===== src/bals_pkg.sv =====
package bals_pkg;

  // default sizes
  localparam int MAX_FIELD_BITS_DEF   = 64;
  localparam int LENGTH_MAX_BYTES_DEF = 4;

  // payload widths
  localparam int OP_W    = 2;
  localparam int VALUE_W = 64;
  localparam int COUNT_W = 7;

  // operation codes
  localparam logic [OP_W-1:0] OP_WRITE_BITS   = 2'd0;
  localparam logic [OP_W-1:0] OP_WRITE_LENGTH = 2'd1;
  localparam logic [OP_W-1:0] OP_FLUSH        = 2'd2;

  // expandable length format
  localparam int GROUP_BITS = 7;

endpackage


===== src/bit_and_length_serializer.sv =====
// Bit and length serializer: turns commands into an MSB-first byte stream.
// Input channel (in_valid / in_stall): one command beat holds operation,
// value, bit_count and compact. Output channel (out_valid / out_stall): one
// byte beat with out_byte, range_error and last; last marks the final byte
// caused by a command, and commands that cause no byte produce no beat.
// Write-bits appends the low bit_count bits of value to a partial byte and
// emits every byte that fills; flush emits the pending partial byte padded
// with zeros; write-length emits 7-bit groups with a continuation flag, or a
// single error beat when the value does not fit.
// A command is taken only while the block is idle. One shared left shifter
// over a working register aligns each field and steps through it: write-bits
// steps once per filled byte or partial fill, write-length once per group,
// and flush and the error beat each emit their single beat directly.
// The first byte comes from the sequencer state entered at the accepting
// edge and reaches the output through the output register.
// The output register holds its beat while out_stall is high, and the
// sequencer waits whenever it needs to emit into a stalled output register.
// Synchronous reset clears the partial byte, the pending bit count, the
// sequencer and the output valid.
module bit_and_length_serializer
  import bals_pkg::*;
#(
  parameter int MAX_FIELD_BITS   = MAX_FIELD_BITS_DEF,
  parameter int LENGTH_MAX_BYTES = LENGTH_MAX_BYTES_DEF
) (
  input  logic               clk,
  input  logic               rst,
  input  logic               in_valid,
  output logic               in_stall,
  input  logic [OP_W-1:0]    operation,
  input  logic [VALUE_W-1:0] value,
  input  logic [COUNT_W-1:0] bit_count,
  input  logic               compact,
  output logic               out_valid,
  input  logic               out_stall,
  output logic [7:0]         out_byte,
  output logic               range_error,
  output logic               last
);

  localparam int LEN_W = GROUP_BITS * LENGTH_MAX_BYTES;
  localparam int SW    = (MAX_FIELD_BITS > LEN_W) ? MAX_FIELD_BITS : LEN_W;
  localparam int SA_W  = $clog2(SW + 1);
  localparam int CW    = $clog2(MAX_FIELD_BITS + 1);
  localparam int NB_W  = $clog2(LENGTH_MAX_BYTES + 1);

  localparam logic [2:0] ST_IDLE  = 3'd0;
  localparam logic [2:0] ST_BITS  = 3'd1;
  localparam logic [2:0] ST_LEN   = 3'd2;
  localparam logic [2:0] ST_FLUSH = 3'd3;
  localparam logic [2:0] ST_ERR   = 3'd4;

  logic [2:0]      state, state_next;
  logic [SW-1:0]   shreg, shreg_next;
  logic [CW-1:0]   rem, rem_next;
  logic [NB_W-1:0] cnt, cnt_next;
  logic [7:0]      partial, partial_next;
  logic [2:0]      pending, pending_next;

  logic [SW-1:0]   sh_src, sh_out;
  logic [SA_W-1:0] sh_amt;

  logic            can_emit;
  logic            emit_now;
  logic [7:0]      e_byte;
  logic            e_err;
  logic            e_last;

  logic [CW-1:0]   c_sat;
  logic [LEN_W-1:0] len_val;
  logic            len_err;
  logic [NB_W-1:0] nb_fit, nb;

  logic [3:0]      avail, take, pend_sum;
  logic [CW-1:0]   rem_after;
  logic [7:0]      fill_byte;

  // shared shifter
  assign sh_out = sh_src << sh_amt;

  assign in_stall = (state != ST_IDLE);
  assign can_emit = !out_valid || !out_stall;

  // command decode: saturated bit count, length range and group count
  assign c_sat   = (bit_count > COUNT_W'(MAX_FIELD_BITS)) ? CW'(MAX_FIELD_BITS)
                                                         : CW'(bit_count);
  assign len_val = value[LEN_W-1:0];
  assign len_err = (value >> LEN_W) != '0;

  always_comb begin
    nb_fit = NB_W'(1);
    for (int g = 1; g < LENGTH_MAX_BYTES; g++) begin
      if ((len_val >> (GROUP_BITS * g)) != '0) nb_fit = NB_W'(g + 1);
    end
  end

  assign nb = compact ? nb_fit : NB_W'(LENGTH_MAX_BYTES);

  // one bit-fill step: as many bits as fit in the partial byte
  assign avail     = 4'd8 - {1'b0, pending};
  assign take      = (rem < CW'(avail)) ? rem[3:0] : avail;
  assign pend_sum  = {1'b0, pending} + take;
  assign rem_after = rem - CW'(take);
  assign fill_byte = partial | (shreg[SW-1 -: 8] >> pending);

  // sequencer
  always_comb begin
    state_next   = state;
    shreg_next   = shreg;
    rem_next     = rem;
    cnt_next     = cnt;
    partial_next = partial;
    pending_next = pending;
    sh_src       = shreg;
    sh_amt       = '0;
    emit_now     = 1'b0;
    e_byte       = fill_byte;
    e_err        = 1'b0;
    e_last       = 1'b0;

    unique case (state)
      ST_IDLE: begin
        if (in_valid) begin
          unique case (operation)
            OP_WRITE_BITS: begin
              // left-align the field in the working register
              sh_src     = SW'(value[MAX_FIELD_BITS-1:0]);
              sh_amt     = SA_W'(SW) - SA_W'(c_sat);
              shreg_next = sh_out;
              rem_next   = c_sat;
              if (c_sat != '0) state_next = ST_BITS;
            end
            OP_WRITE_LENGTH: begin
              if (len_err) begin
                state_next = ST_ERR;
              end else begin
                sh_src     = SW'(len_val);
                sh_amt     = SA_W'(SW) - SA_W'(nb) * SA_W'(GROUP_BITS);
                shreg_next = sh_out;
                cnt_next   = nb;
                state_next = ST_LEN;
              end
            end
            OP_FLUSH: begin
              if (pending != '0) state_next = ST_FLUSH;
            end
            default: begin
            end
          endcase
        end
      end

      ST_BITS: begin
        if (!pend_sum[3] || can_emit) begin
          sh_amt     = SA_W'(take);
          shreg_next = sh_out;
          rem_next   = rem_after;
          emit_now   = pend_sum[3];
          e_byte     = fill_byte;
          // once a byte is out the pending count is zero, so another byte
          // follows only if eight more bits remain
          e_last     = rem_after < CW'(8);
          if (pend_sum[3]) begin
            partial_next = '0;
            pending_next = '0;
          end else begin
            partial_next = fill_byte;
            pending_next = pend_sum[2:0];
          end
          if (rem_after == '0) state_next = ST_IDLE;
        end
      end

      ST_LEN: begin
        if (can_emit) begin
          sh_amt     = SA_W'(GROUP_BITS);
          shreg_next = sh_out;
          cnt_next   = cnt - NB_W'(1);
          emit_now   = 1'b1;
          e_byte     = {cnt != NB_W'(1), shreg[SW-1 -: GROUP_BITS]};
          e_last     = (cnt == NB_W'(1));
          if (cnt == NB_W'(1)) state_next = ST_IDLE;
        end
      end

      ST_FLUSH: begin
        if (can_emit) begin
          emit_now     = 1'b1;
          e_byte       = partial;
          e_last       = 1'b1;
          partial_next = '0;
          pending_next = '0;
          state_next   = ST_IDLE;
        end
      end

      ST_ERR: begin
        if (can_emit) begin
          emit_now   = 1'b1;
          e_byte     = '0;
          e_err      = 1'b1;
          e_last     = 1'b1;
          state_next = ST_IDLE;
        end
      end

      default: begin
        state_next = ST_IDLE;
      end
    endcase
  end

  // control and bit buffer registers
  always_ff @(posedge clk) begin
    if (rst) begin
      state   <= ST_IDLE;
      partial <= '0;
      pending <= '0;
    end else begin
      state   <= state_next;
      partial <= partial_next;
      pending <= pending_next;
    end
  end

  // working registers
  always_ff @(posedge clk) begin
    shreg <= shreg_next;
    rem   <= rem_next;
    cnt   <= cnt_next;
  end

  // output register
  always_ff @(posedge clk) begin
    if (rst) begin
      out_valid <= 1'b0;
    end else if (can_emit) begin
      out_valid <= emit_now;
    end
  end

  always_ff @(posedge clk) begin
    if (can_emit && emit_now) begin
      out_byte    <= e_byte;
      range_error <= e_err;
      last        <= e_last;
    end
  end

endmodule


===== config.mk =====
export PLATFORM = sky130hd
export DESIGN_NAME = bit_and_length_serializer
export DESIGN_NICKNAME = d
export VERILOG_FILES = /design/src/bals_pkg.sv /design/src/bit_and_length_serializer.sv
export SDC_FILE = /design/constraint.sdc
export NUM_CORES = 1
export LEC_CHECK = 0
export ABC_AREA = 1
export BUFFER_PORTS_ARGS = -buffer_cell sky130_fd_sc_hd__buf_2
export CORE_AREA = 2 2 165 167
export CTS_BUF_LIST = sky130_fd_sc_hd__clkbuf_16
export CTS_CLUSTER_DIAMETER = 50
export DETAILED_ROUTE_END_ITERATION = 7
export DIE_AREA = 0 0 167 169
export PLACE_DENSITY = 0.58
export SETUP_SLACK_MARGIN = 0.4
export SLEW_MARGIN = 20
export SYNTH_ARGS = -nofsm -noshare
export SYNTH_HDL_FRONTEND = slang
export SYNTH_SLANG_ARGS = --single-unit

===== constraint.sdc =====
create_clock -name clk -period 6.4 [get_ports clk]
set_input_delay 0 -clock clk [delete_from_list [all_inputs] [get_ports clk]]
set_output_delay 0 -clock clk [all_outputs]
set_load 0.05 [all_outputs]

### Word-level counts from Yosys, hierarchy flattened

Cells that the tools add are included.

| operators by class | value |
|---|---|
| shift operators | 2 |
| multiplexer cells | 59 |
| add/subtract/negate cells | 6 |
| equality and inequality tests | 23 |
| $mul | 1 |
| bitwise operators | 1 |
| reduce and logical (&&, ||, !) cells | 27 |
| order comparisons | 3 |

Operator list:

| cell | number |
|---|---|
| $mux W64 | 7 |
| $pmux W64 S2 | 2 |
| $pmux W64 S3 | 1 |
| $reduce_bool A28 Y1 | 3 |
| $reduce_bool A64 Y1 | 1 |
| $shl A64 B7 Y64 | 1 |
| $mux W3 | 18 |
| $mux W8 | 6 |
| $mux W7 | 6 |
| $pmux W7 S2 | 2 |
| $pmux W8 S3 | 1 |
| $pmux W7 S3 | 1 |
| $pmux W8 S2 | 1 |
| $ne A2 B2 Y1 const B | 7 |
| $pmux W3 S2 | 2 |
| $pmux W3 S4 | 1 |
| $ne A3 B3 Y1 const B | 3 |
| $pmux W3 S3 | 1 |
| $reduce_and A9 Y1 | 1 |
| $reduce_bool A3 Y1 | 3 |
| $mux W4 | 2 |
| $or A8 B8 Y8 | 1 |
| $shr A8 B3 Y8 | 1 |
| $gt A7 B7 Y1 const B | 1 |
| 35 further kinds | 49 |

| word-level totals | value |
|---|---|
| output and inout port bits | 12 |
| flip-flop bits (word level) | 99 |
| word-level logic and storage cells | 132 |
| input port bits | 78 |

### Logic depth before layout (Yosys ltp)

Gate-level depths: netlist of run 1.

| depth | value |
|---|---|
| word-level depth | 16 |
| depth in mapped cells | 34 |
| gate-level depth less buffers | 32 |

### Least setup slack after synthesis of run 1

Ideal clock, no wire load.

| timing | value |
|---|---|
| path kind | reg2reg |
| from | register pending[1] |
| to | register shreg[0] (enable) |
| buffers on the path | 1 |
| stages on the path, launching flop included | 22 |
| arrival time | 4.469 ns |
| setup time | 0.418 ns |
| setup slack | 1.513 ns |
| data required time | 5.982 ns |
| period minus slack after synthesis | 4.887 ns |
| cells stage by stage | dfxtp_1 > buf_2 > clkinv_1 > ha_1 > ha_1 > inv_1 > ha_1 > a21oi_1 > nand2_1 > nand2_2 > nand2_4 > o21ai_0 > ha_1 > nand2_1 > nand2_1 > a31oi_1 > nand3_2 > nand2_1 > inv_1 > nand3_1 > nand3b_1 > inv_1 |

| on the way | value |
|---|---|
| cells in the longest elaborated chain, start to end | 8 |

Ends and longest elaborated chain:

| element | RTL line | text |
|---|---|---|
| start: declaration | bit_and_length_serializer.sv:58 | `logic [2:0] pending, pending_next;` |
| start signal: assignment | bit_and_length_serializer.sv:222 | `pending <= pending_next;` |
| $sub A4 B3 Y4 | bit_and_length_serializer.sv:100 | `assign avail = 4'd8 - {1'b0, pending};` |
| $lt A7 B4 Y1 | bit_and_length_serializer.sv:101 | `assign take = (rem < CW'(avail)) ? rem[3:0] : avail;` |
| $mux W4 | bit_and_length_serializer.sv:101 |  |
| $add A3 B4 Y4 * | bit_and_length_serializer.sv:102 | `assign pend_sum = {1'b0, pending} + take;` |
| $logic_not A1 Y1 * | bit_and_length_serializer.sv:154 | `if (!pend_sum[3] \|\| can_emit) begin` |
| $logic_or A1 B1 Y1 * | bit_and_length_serializer.sv:154 |  |
| $ne A2 B2 Y1 (no line) * | -- |  |
| $reduce_and A6 Y1 (no line) * | -- |  |
| end signal: assignment | bit_and_length_serializer.sv:228 | `shreg <= shreg_next;` |
| end: declaration | bit_and_length_serializer.sv:54 | `logic [SW-1:0] shreg, shreg_next;` |

Mark *: on every way between the ends. The rest lies on a longest branch, timed or not.
A chain may end at the register's enable or synchronous reset.

### Worst setup path in the final report of run 1

| timing | value |
|---|---|
| from | register pending[1] |
| to | register shreg[54] (data pin) |

| on the way | value |
|---|---|
| cells in the longest elaborated chain, start to end | 13 |
| elaborated cells on any way between the ends | 15 |
| classes of those cells | add/sub: 2; order compare: 1; shift: 1; mux: 9; reduce/logical: 2 |

Ends and longest elaborated chain:

| element | RTL line | text |
|---|---|---|
| $sub A4 B3 Y4 | bit_and_length_serializer.sv:100 |  |
| $lt A7 B4 Y1 | bit_and_length_serializer.sv:101 |  |
| $mux W4 | bit_and_length_serializer.sv:101 |  |
| $add A3 B4 Y4 | bit_and_length_serializer.sv:102 |  |
| $logic_not A1 Y1 | bit_and_length_serializer.sv:154 |  |
| $logic_or A1 B1 Y1 | bit_and_length_serializer.sv:154 |  |
| $mux W4 * | bit_and_length_serializer.sv:154 |  |
| $pmux W7 S3 * | bit_and_length_serializer.sv:121 | `unique case (state)` |
| $shl A64 B7 Y64 * | bit_and_length_serializer.sv:79 | `assign sh_out = sh_src << sh_amt;` |
| $mux W64 | bit_and_length_serializer.sv:134 | `if (len_err) begin` |
| $pmux W64 S2 | bit_and_length_serializer.sv:124 | `unique case (operation)` |
| $mux W64 | bit_and_length_serializer.sv:123 | `if (in_valid) begin` |
| $pmux W64 S3 * | bit_and_length_serializer.sv:121 |  |

Mark *: on every way between the ends. The rest lies on a longest branch, timed or not. The select of a mux whose other input is x is not followed.

==> impl_metrics.py, run 1 <==
metrics = {
    "placed_design": {
        "dpl_worst_slack_ns": 0.916,
        "hpwl_um": 29300,
        "port_buffers": 89,
        "place_inst": 2031,
        "dpl_cell_area_um2": 11000,
        "gp_congestion": 0.959,
    },
    "critical_path": {
        "critPathTopFamily": "simple AND/OR/NAND/NOR gates",
        "start_kind": "flop",
        "rr_endpoint": "shreg[54]",
        "path_max_fanout": 17,
        "reg2reg_slack_ns": 0.90,
        "crit_buf_inv": 3,
        "crit_arrival_ns": 5.63,
        "crit_type": "reg -> reg",
        "cp.required_ns": 6.53,
        "worst-r2r-cell-count": 26,
        "crit-reg2reg-launch": "pending[1]",
        "max_stage_delay_ns": 0.53,
        "worst_path_most_repeated_cell": "nand3_1",
        "end_kind": "flop",
        "cp_slowest_cell": "dfxtp_1",
    },
    "timing": {
        "maxSlewViolCount": 0,
        "setup_viol": 0,
        "rsz0062_at_grt": "false",
        "finalClockSkew_ns": 0.0157,
        "tns_ns": 0,
        "layout_setup_ws_ns": 0.903,
        "worstMarginPinSlew_ns": 0.970,
        "max_freq_mhz": 182,
        "finalHoldViolations": 0,
        "min_period_ns": 5.50,
        "period_share_pct": 85.9,
        "slew_headroom_pct": 35.2,
    },
    "power_and_ir_drop": {
        "peakVddDrop_mv": 0.304,
        "internal_power_mw": 2.96,
        "p_sw_mw": 3.75,
        "p_leak_nw": 5.28,
        "comb_power_share_pct": 69.4,
        "power.total_mw": 6.71,
        "p_per_area_nw_per_um2": 591,
        "p_sw_share_pct": 55.9,
        "p_clk_share_pct": 8.8,
        "p_seq_share_pct": 21.8,
    },
    "layout": {
        "area_delta_synth_final_pct": 8.43,
        "fin_nets": 1809,
        "final_cell_area_um2": 11400,
        "fin_cells": 2049,
        "final_layout_size_suffix_gt1_share_pct": 9.95,
        "layout_common_cells": "nand3_1, nand2_1, nor2_1",
        "layout_commonest_cell": "nand3_1",
        "insertedDiodeCount": 0,
    },
    "logic_synthesis": {
        "synth-seq-cells": 99,
        "synth-seq-area-share_pct": 26.9,
        "syn_inst": 1684,
        "synth_top_area_share_pct": 28.2,
        "synth_warnings": 0,
        "yosys-top-cells-area": "nand3_1, edfxtp_1, nand2_1, nor2_1, inv_1",
        "synth-main-ff-cell": "edfxtp_1",
        "synth-edff-count": 84,
        "async_flop_share_pct": 0,
        "netlist_area_um2": 10500,
        "syn_nets": 1790,
        "yosysTopAreaCell": "nand3_1",
        "ys_types": 48,
        "synth.avg_cell_area_um2": 6.22,
    },
    "detailed_routing": {
        "vias": 12000,
        "drc": 0,
        "wl_per_cell_um": 19.4,
        "avgViaCountPerCell": 5.86,
        "routed_wl_um": 39700,
        "first_pass_iters": 7,
        "drt-initial-drc-count": 1391,
        "ant_nets": 0,
    },
    "clock_tree": {
        "cts_max_path_buffers": 2,
        "cts_setup_buffers": 0,
        "cts_tree": "yes",
        "clkLatencyLatePin_ns": 0.38,
        "cts-root-buf": "clkbuf_16",
        "cts_buffers": 9,
        "htree_levels": 3,
        "clkTransAtPathRegs_ns": 0.08,
        "clock-sinks": 99,
    },
    "global_routing": {
        "grt_pass1_wl_um": 61300,
        "grt_overflow": 0,
        "antenna_found_initial": 0,
        "grt_max_degree": 66,
        "grt_pass1_vias": 11000,
        "grtUsageTotal_pct": 27.4,
    },
    "status": {
        "status": "finished clean",
    },
    "worst_hold_path": {
        "whs_path_depth": 2,
        "worstHoldStart": "rst",
        "whs_endpoint": "pending[1]",
        "hold_class": "in -> reg",
    },
    "flow_run": {
        "drv_cap": 0,
    },
    "floorplanning": {
        "coreArea_um2": 26500,
        "dieArea_um2": 28200,
        "boundaryPins": 90,
        "dieWidth_um": 167,
        "num_rows": 60,
        "start_util_pct": 39.5,
        "fp.dieH_um": 169,
    },
}
[metal layers]
layer | vias up | part of all wire [%] | routed length, um | track usage, %
met5 | - | 0 | 0 | 0
met4 | 0 | 3.4 | 1350 | 9.30
met3 | 86 | 7.4 | 2930 | 3.83
met2 | 561 | 47 | 18700 | 46.0
met1 | 5552 | 42 | 16700 | 36.4
li1 | 5810 | - | - | -
[power by group through the flow]
stage,registers [mW],clock network (mW),logic (mW)
after detailed placement,1.47,0,4.55
after global placement,1.47,0,4.55
after global routing,1.49,0.615,5.19
after floorplan,1.52,0,3.33
final,1.46,0.587,4.66
after CTS,1.46,0.589,4.57
[flip-flops by register name (all words and copies together), names as in the netlist]
signal and count:
shreg 64, out_byte 8, partial 8, rem 7, cnt 3, pending 3
state 3, last 1, out_valid 1, range_error 1
[through the flow]
stage                     util [%]  hold WS, ns
after floorplan                  -       0.0785
after global placement        41.6        0.359
after detailed placement      41.6        0.362
after CTS                     42.8       0.0153
after global routing          42.9       0.0513
final                         42.9       0.0215
[synth_stat cells, types with 5 or more instances]
master	instances
buf_2	47
edfxtp_1	84
a211oi_1	15
nand2_1	331
nand4_1	14
o21ai_0	36
inv_1	149
a21oi_1	62
xor2_1	5
o22ai_1	6
nand2_4	5
clkbuf_1	34
nor3_1	14
inv_2	18
and3_1	5
clkinv_1	5
dfxtp_1	15
nor2_1	150
ha_1	26
nand3_1	590
buf_4	15
[cell type report]
type | instances | area, um^2
Multi-Input combinational cell | 1312 | 6540
Clock buffer | 9 | 225
Tap cell | 341 | 427
Sequential cell | 99 | 2820
Clock inverter | 7 | 72.6
Fill cell | 2886 | 15100
Inverter | 172 | 646
Timing Repair Buffer | 109 | 631
[repair_timing]
action                                 4_1_cts  5_1_grt
endpoints found under the hold margin        1        0
setup endpoints to repair                    0       20
hold buffers                                 1        0
gates resized for setup                      0        4
[kinds of logic (layout without fill, tap and decap cells)]
| group | Yosys count | in the layout | share of synthesized area [%] |
|---|---|---|---|
| mux | 1 | 1 | 0.0955 |
| compound gates | 145 | 145 | 8.00 |
| flops | 99 | 99 | 26.9 |
| fa+ha+maj | 28 | 28 | 3.49 |
| buf+inv | 274 | 297 | 11.2 |
| simple gates | 1130 | 1131 | 49.7 |
| xor+xnor | 7 | 7 | 0.585 |
[worst max-delay path by stage]
stage	from	to	slack [ns]	cells past startpoint
3_3_place_gp	pending[1]	shreg[42]	1.04	27
5_1_grt	pending[1]	shreg[52]	0.54	28
3_5_place_dp	pending[1]	shreg[52]	0.92	28
6_report	pending[1]	shreg[54]	0.90	26
2_1_floorplan	pending[1]	shreg[0]	1.51	21
4_1_cts	pending[1]	shreg[43]	0.88	27
Note: power is estimated with default switching activity, not from simulation.
==> run 2: changes to the inputs <==
Settings changed: CORE_AREA 2 2 165 167 to 2 2 142 144, DIE_AREA 0 0 167 169 to 0 0 144 146, GPL_TIMING_DRIVEN from default to 0, PLACE_DENSITY 0.58 to 0.74.
==> impl_metrics.py, run 2 (same netlist as run 1, synthesis figures left out) <==
metrics = {
    "floorplanning": {
        "boundaryPins": 90,
        "start_util_pct": 54.2,
        "num_rows": 51,
        "dieWidth_um": 144,
        "coreArea_um2": 19300,
        "fp.dieH_um": 146,
        "dieArea_um2": 21000,
    },
    "power_and_ir_drop": {
        "p_sw_mw": 4.22,
        "p_seq_share_pct": 19.7,
        "comb_power_share_pct": 71.9,
        "p_clk_share_pct": 8.4,
        "p_per_area_nw_per_um2": 627,
        "power.total_mw": 7.29,
        "peakVddDrop_mv": 0.287,
        "internal_power_mw": 3.07,
        "p_sw_share_pct": 57.8,
        "p_leak_nw": 5.52,
    },
    "critical_path": {
        "cp.required_ns": 6.48,
        "reg2reg_slack_ns": 0.76,
        "worst_path_most_repeated_cell": "nand3_1",
        "path_max_fanout": 10,
        "end_kind": "flop",
        "cp_slowest_cell": "clkbuf_1",
        "crit_type": "reg -> reg",
        "crit-reg2reg-launch": "pending[1]",
        "start_kind": "flop",
        "crit_arrival_ns": 5.73,
        "max_stage_delay_ns": 0.45,
        "rr_endpoint": "shreg[60]",
        "critPathTopFamily": "simple AND/OR/NAND/NOR gates",
        "crit_buf_inv": 5,
        "worst-r2r-cell-count": 27,
    },
    "timing": {
        "rsz0062_at_grt": "false",
        "slew_headroom_pct": 41.9,
        "period_share_pct": 88.2,
        "finalClockSkew_ns": 0.0101,
        "tns_ns": 0,
        "maxSlewViolCount": 0,
        "worstMarginPinSlew_ns": 0.872,
        "max_freq_mhz": 177,
        "min_period_ns": 5.64,
        "fin_hold_ws_ns": 0.0575,
        "finalHoldViolations": 0,
        "layout_setup_ws_ns": 0.756,
        "setup_viol": 0,
    },
    "layout": {
        "multi_input_area_um2": 6480,
        "fillers": 1943,
        "largest_register_ffs": 64,
        "insertedDiodeCount": 0,
        "fin_cells": 2057,
        "layout_common_cells": "nand3_1, nand2_1, nor2_1",
        "layout_commonest_cell": "nand3_1",
        "fin_nets": 1893,
        "final_cell_area_um2": 11600,
        "area_delta_synth_final_pct": 10.9,
        "final_core_util_pct": 60.1,
        "largest-register": "shreg",
        "biggestRegsByFlops": "shreg: 64 flops, out_byte: 8 flops, partial: 8 flops",
        "final_layout_size_suffix_gt1_share_pct": 12.1,
        "seq_area_um2": 2820,
    },
    "clock_tree": {
        "clkLatencyLatePin_ns": 0.37,
        "cts_tree": "yes",
        "clock-sinks": 99,
        "cts_buffers": 9,
        "cts_setup_buffers": 0,
        "clkTransAtPathRegs_ns": 0.08,
        "cts_max_path_buffers": 2,
        "cts-root-buf": "clkbuf_16",
        "htree_levels": 3,
    },
    "placed_design": {
        "place_inst": 2039,
        "hpwl_um": 35200,
        "dpl_cell_area_um2": 11300,
        "gp_congestion": 1.13,
        "port_buffers": 89,
        "dpl_worst_slack_ns": 0.843,
    },
    "status": {
        "status": "finished clean",
    },
    "global_routing": {
        "grt_use_met2_pct": 64.4,
        "busiest_layer": "met2",
        "grt_use_met1_pct": 54.4,
        "grt_max_degree": 37,
        "grtUsageTotal_pct": 41.5,
        "grt_overflow": 0,
        "antenna_found_initial": 2,
        "grt_pass1_wl_um": 65600,
        "grt_use_met3_pct": 11.5,
        "grt_pass1_vias": 11600,
    },
    "detailed_routing": {
        "wl_per_cell_um": 21.4,
        "routed_wl_um": 44100,
        "ant_nets": 0,
        "first_pass_iters": 6,
        "drc": 0,
        "drt-initial-drc-count": 1945,
        "avgViaCountPerCell": 6.28,
        "vias": 12900,
    },
    "worst_hold_path": {
        "whs_path_depth": 3,
        "hold_class": "in -> reg",
        "worstHoldStart": "bit_count[1]",
        "whs_endpoint": "rem[1]",
    },
    "flow_run": {
        "drv_cap": 0,
    },
}
==> run 2: cell count changes in the layout (fill, tap and decap cells not counted), sizes merged, moves of 2 or more <==
| cell | previous run | this run |
|---|---|---|
| clkinv | 9 | 6 |
| buf | 108 | 158 |
| clkbuf | 9 | 43 |
| inv | 169 | 171 |
==> run 2: final cells by class <==
| cell class | instances | share of cell area [%] |
|---|---|---|
| clock inverter | 7 | 0.808 |
| clock buffer | 9 | 1.94 |
| inverter | 172 | 5.58 |
| sequential | 99 | 24.3 |
| tap | 265 | 2.85 |
| timing repair buffer | 92 | 4.18 |
| multi-input combinational | 1311 | 55.8 |
| buffer | 102 | 4.56 |
==> run 2: worst register-to-register path, stage by stage (launching register included) <==
cell and delay (ns):
dfxtp_1 0.34, buf_2 0.23, clkinv_1 0.32, ha_1 0.32, ha_1 0.29, inv_1 0.05, ha_1 0.28, a21oi_1 0.15
nand2_1 0.08, nand2_2 0.09, nand2_4 0.08, o21ai_0 0.36, ha_1 0.35, nand2_1 0.09, nand2_1 0.05, a31oi_1 0.22
inv_1 0.08, nand3_2 0.12, nand3_4 0.11, nand2_4 0.23, clkbuf_1 0.46, nand3_1 0.18, nand3_1 0.13, nand3_1 0.19
nand3_1 0.17, nand3_1 0.10, nand3_1 0.14, nand2_1 0.17
==> run 2: worst max-delay path by stage <==
stage / cells after the start / slack [ns] / from / endpoint
after global placement: 21 / 0.37 / pending[1] / shreg[38]
after global routing: 29 / 0.47 / pending[1] / shreg[60]
final: 27 / 0.76 / pending[1] / shreg[60]
after floorplan: 21 / 1.51 / pending[1] / shreg[0]
after detailed placement: 27 / 0.84 / pending[1] / shreg[62]
after CTS: 27 / 0.88 / pending[1] / shreg[62]
==> run 2: power by group through the flow <==
| stage | combinational (mW) | clock (mW) | sequential, mW |
|---|---|---|---|
| floorplan | 3.33 | 0 | 1.52 |
| global placement | 4.93 | 0 | 1.45 |
| detailed placement | 5.00 | 0 | 1.44 |
| CTS | 5.02 | 0.606 | 1.42 |
| global route | 5.61 | 0.628 | 1.47 |
| finish | 5.24 | 0.613 | 1.44 |
==> run 2: repair_timing <==
item                                   in CTS  in global routing
gates resized for setup                     0                  2
hold buffers                                2                  0
setup endpoints to repair                   0                  1
endpoints found under the hold margin       4                  0
==> run 2: metal layers <==
metal	part of all wire, %	wire length [um]
met4	5.1	2240
met1	38	16700
met3	13	5830
met2	44	19300
met5	0.13	56
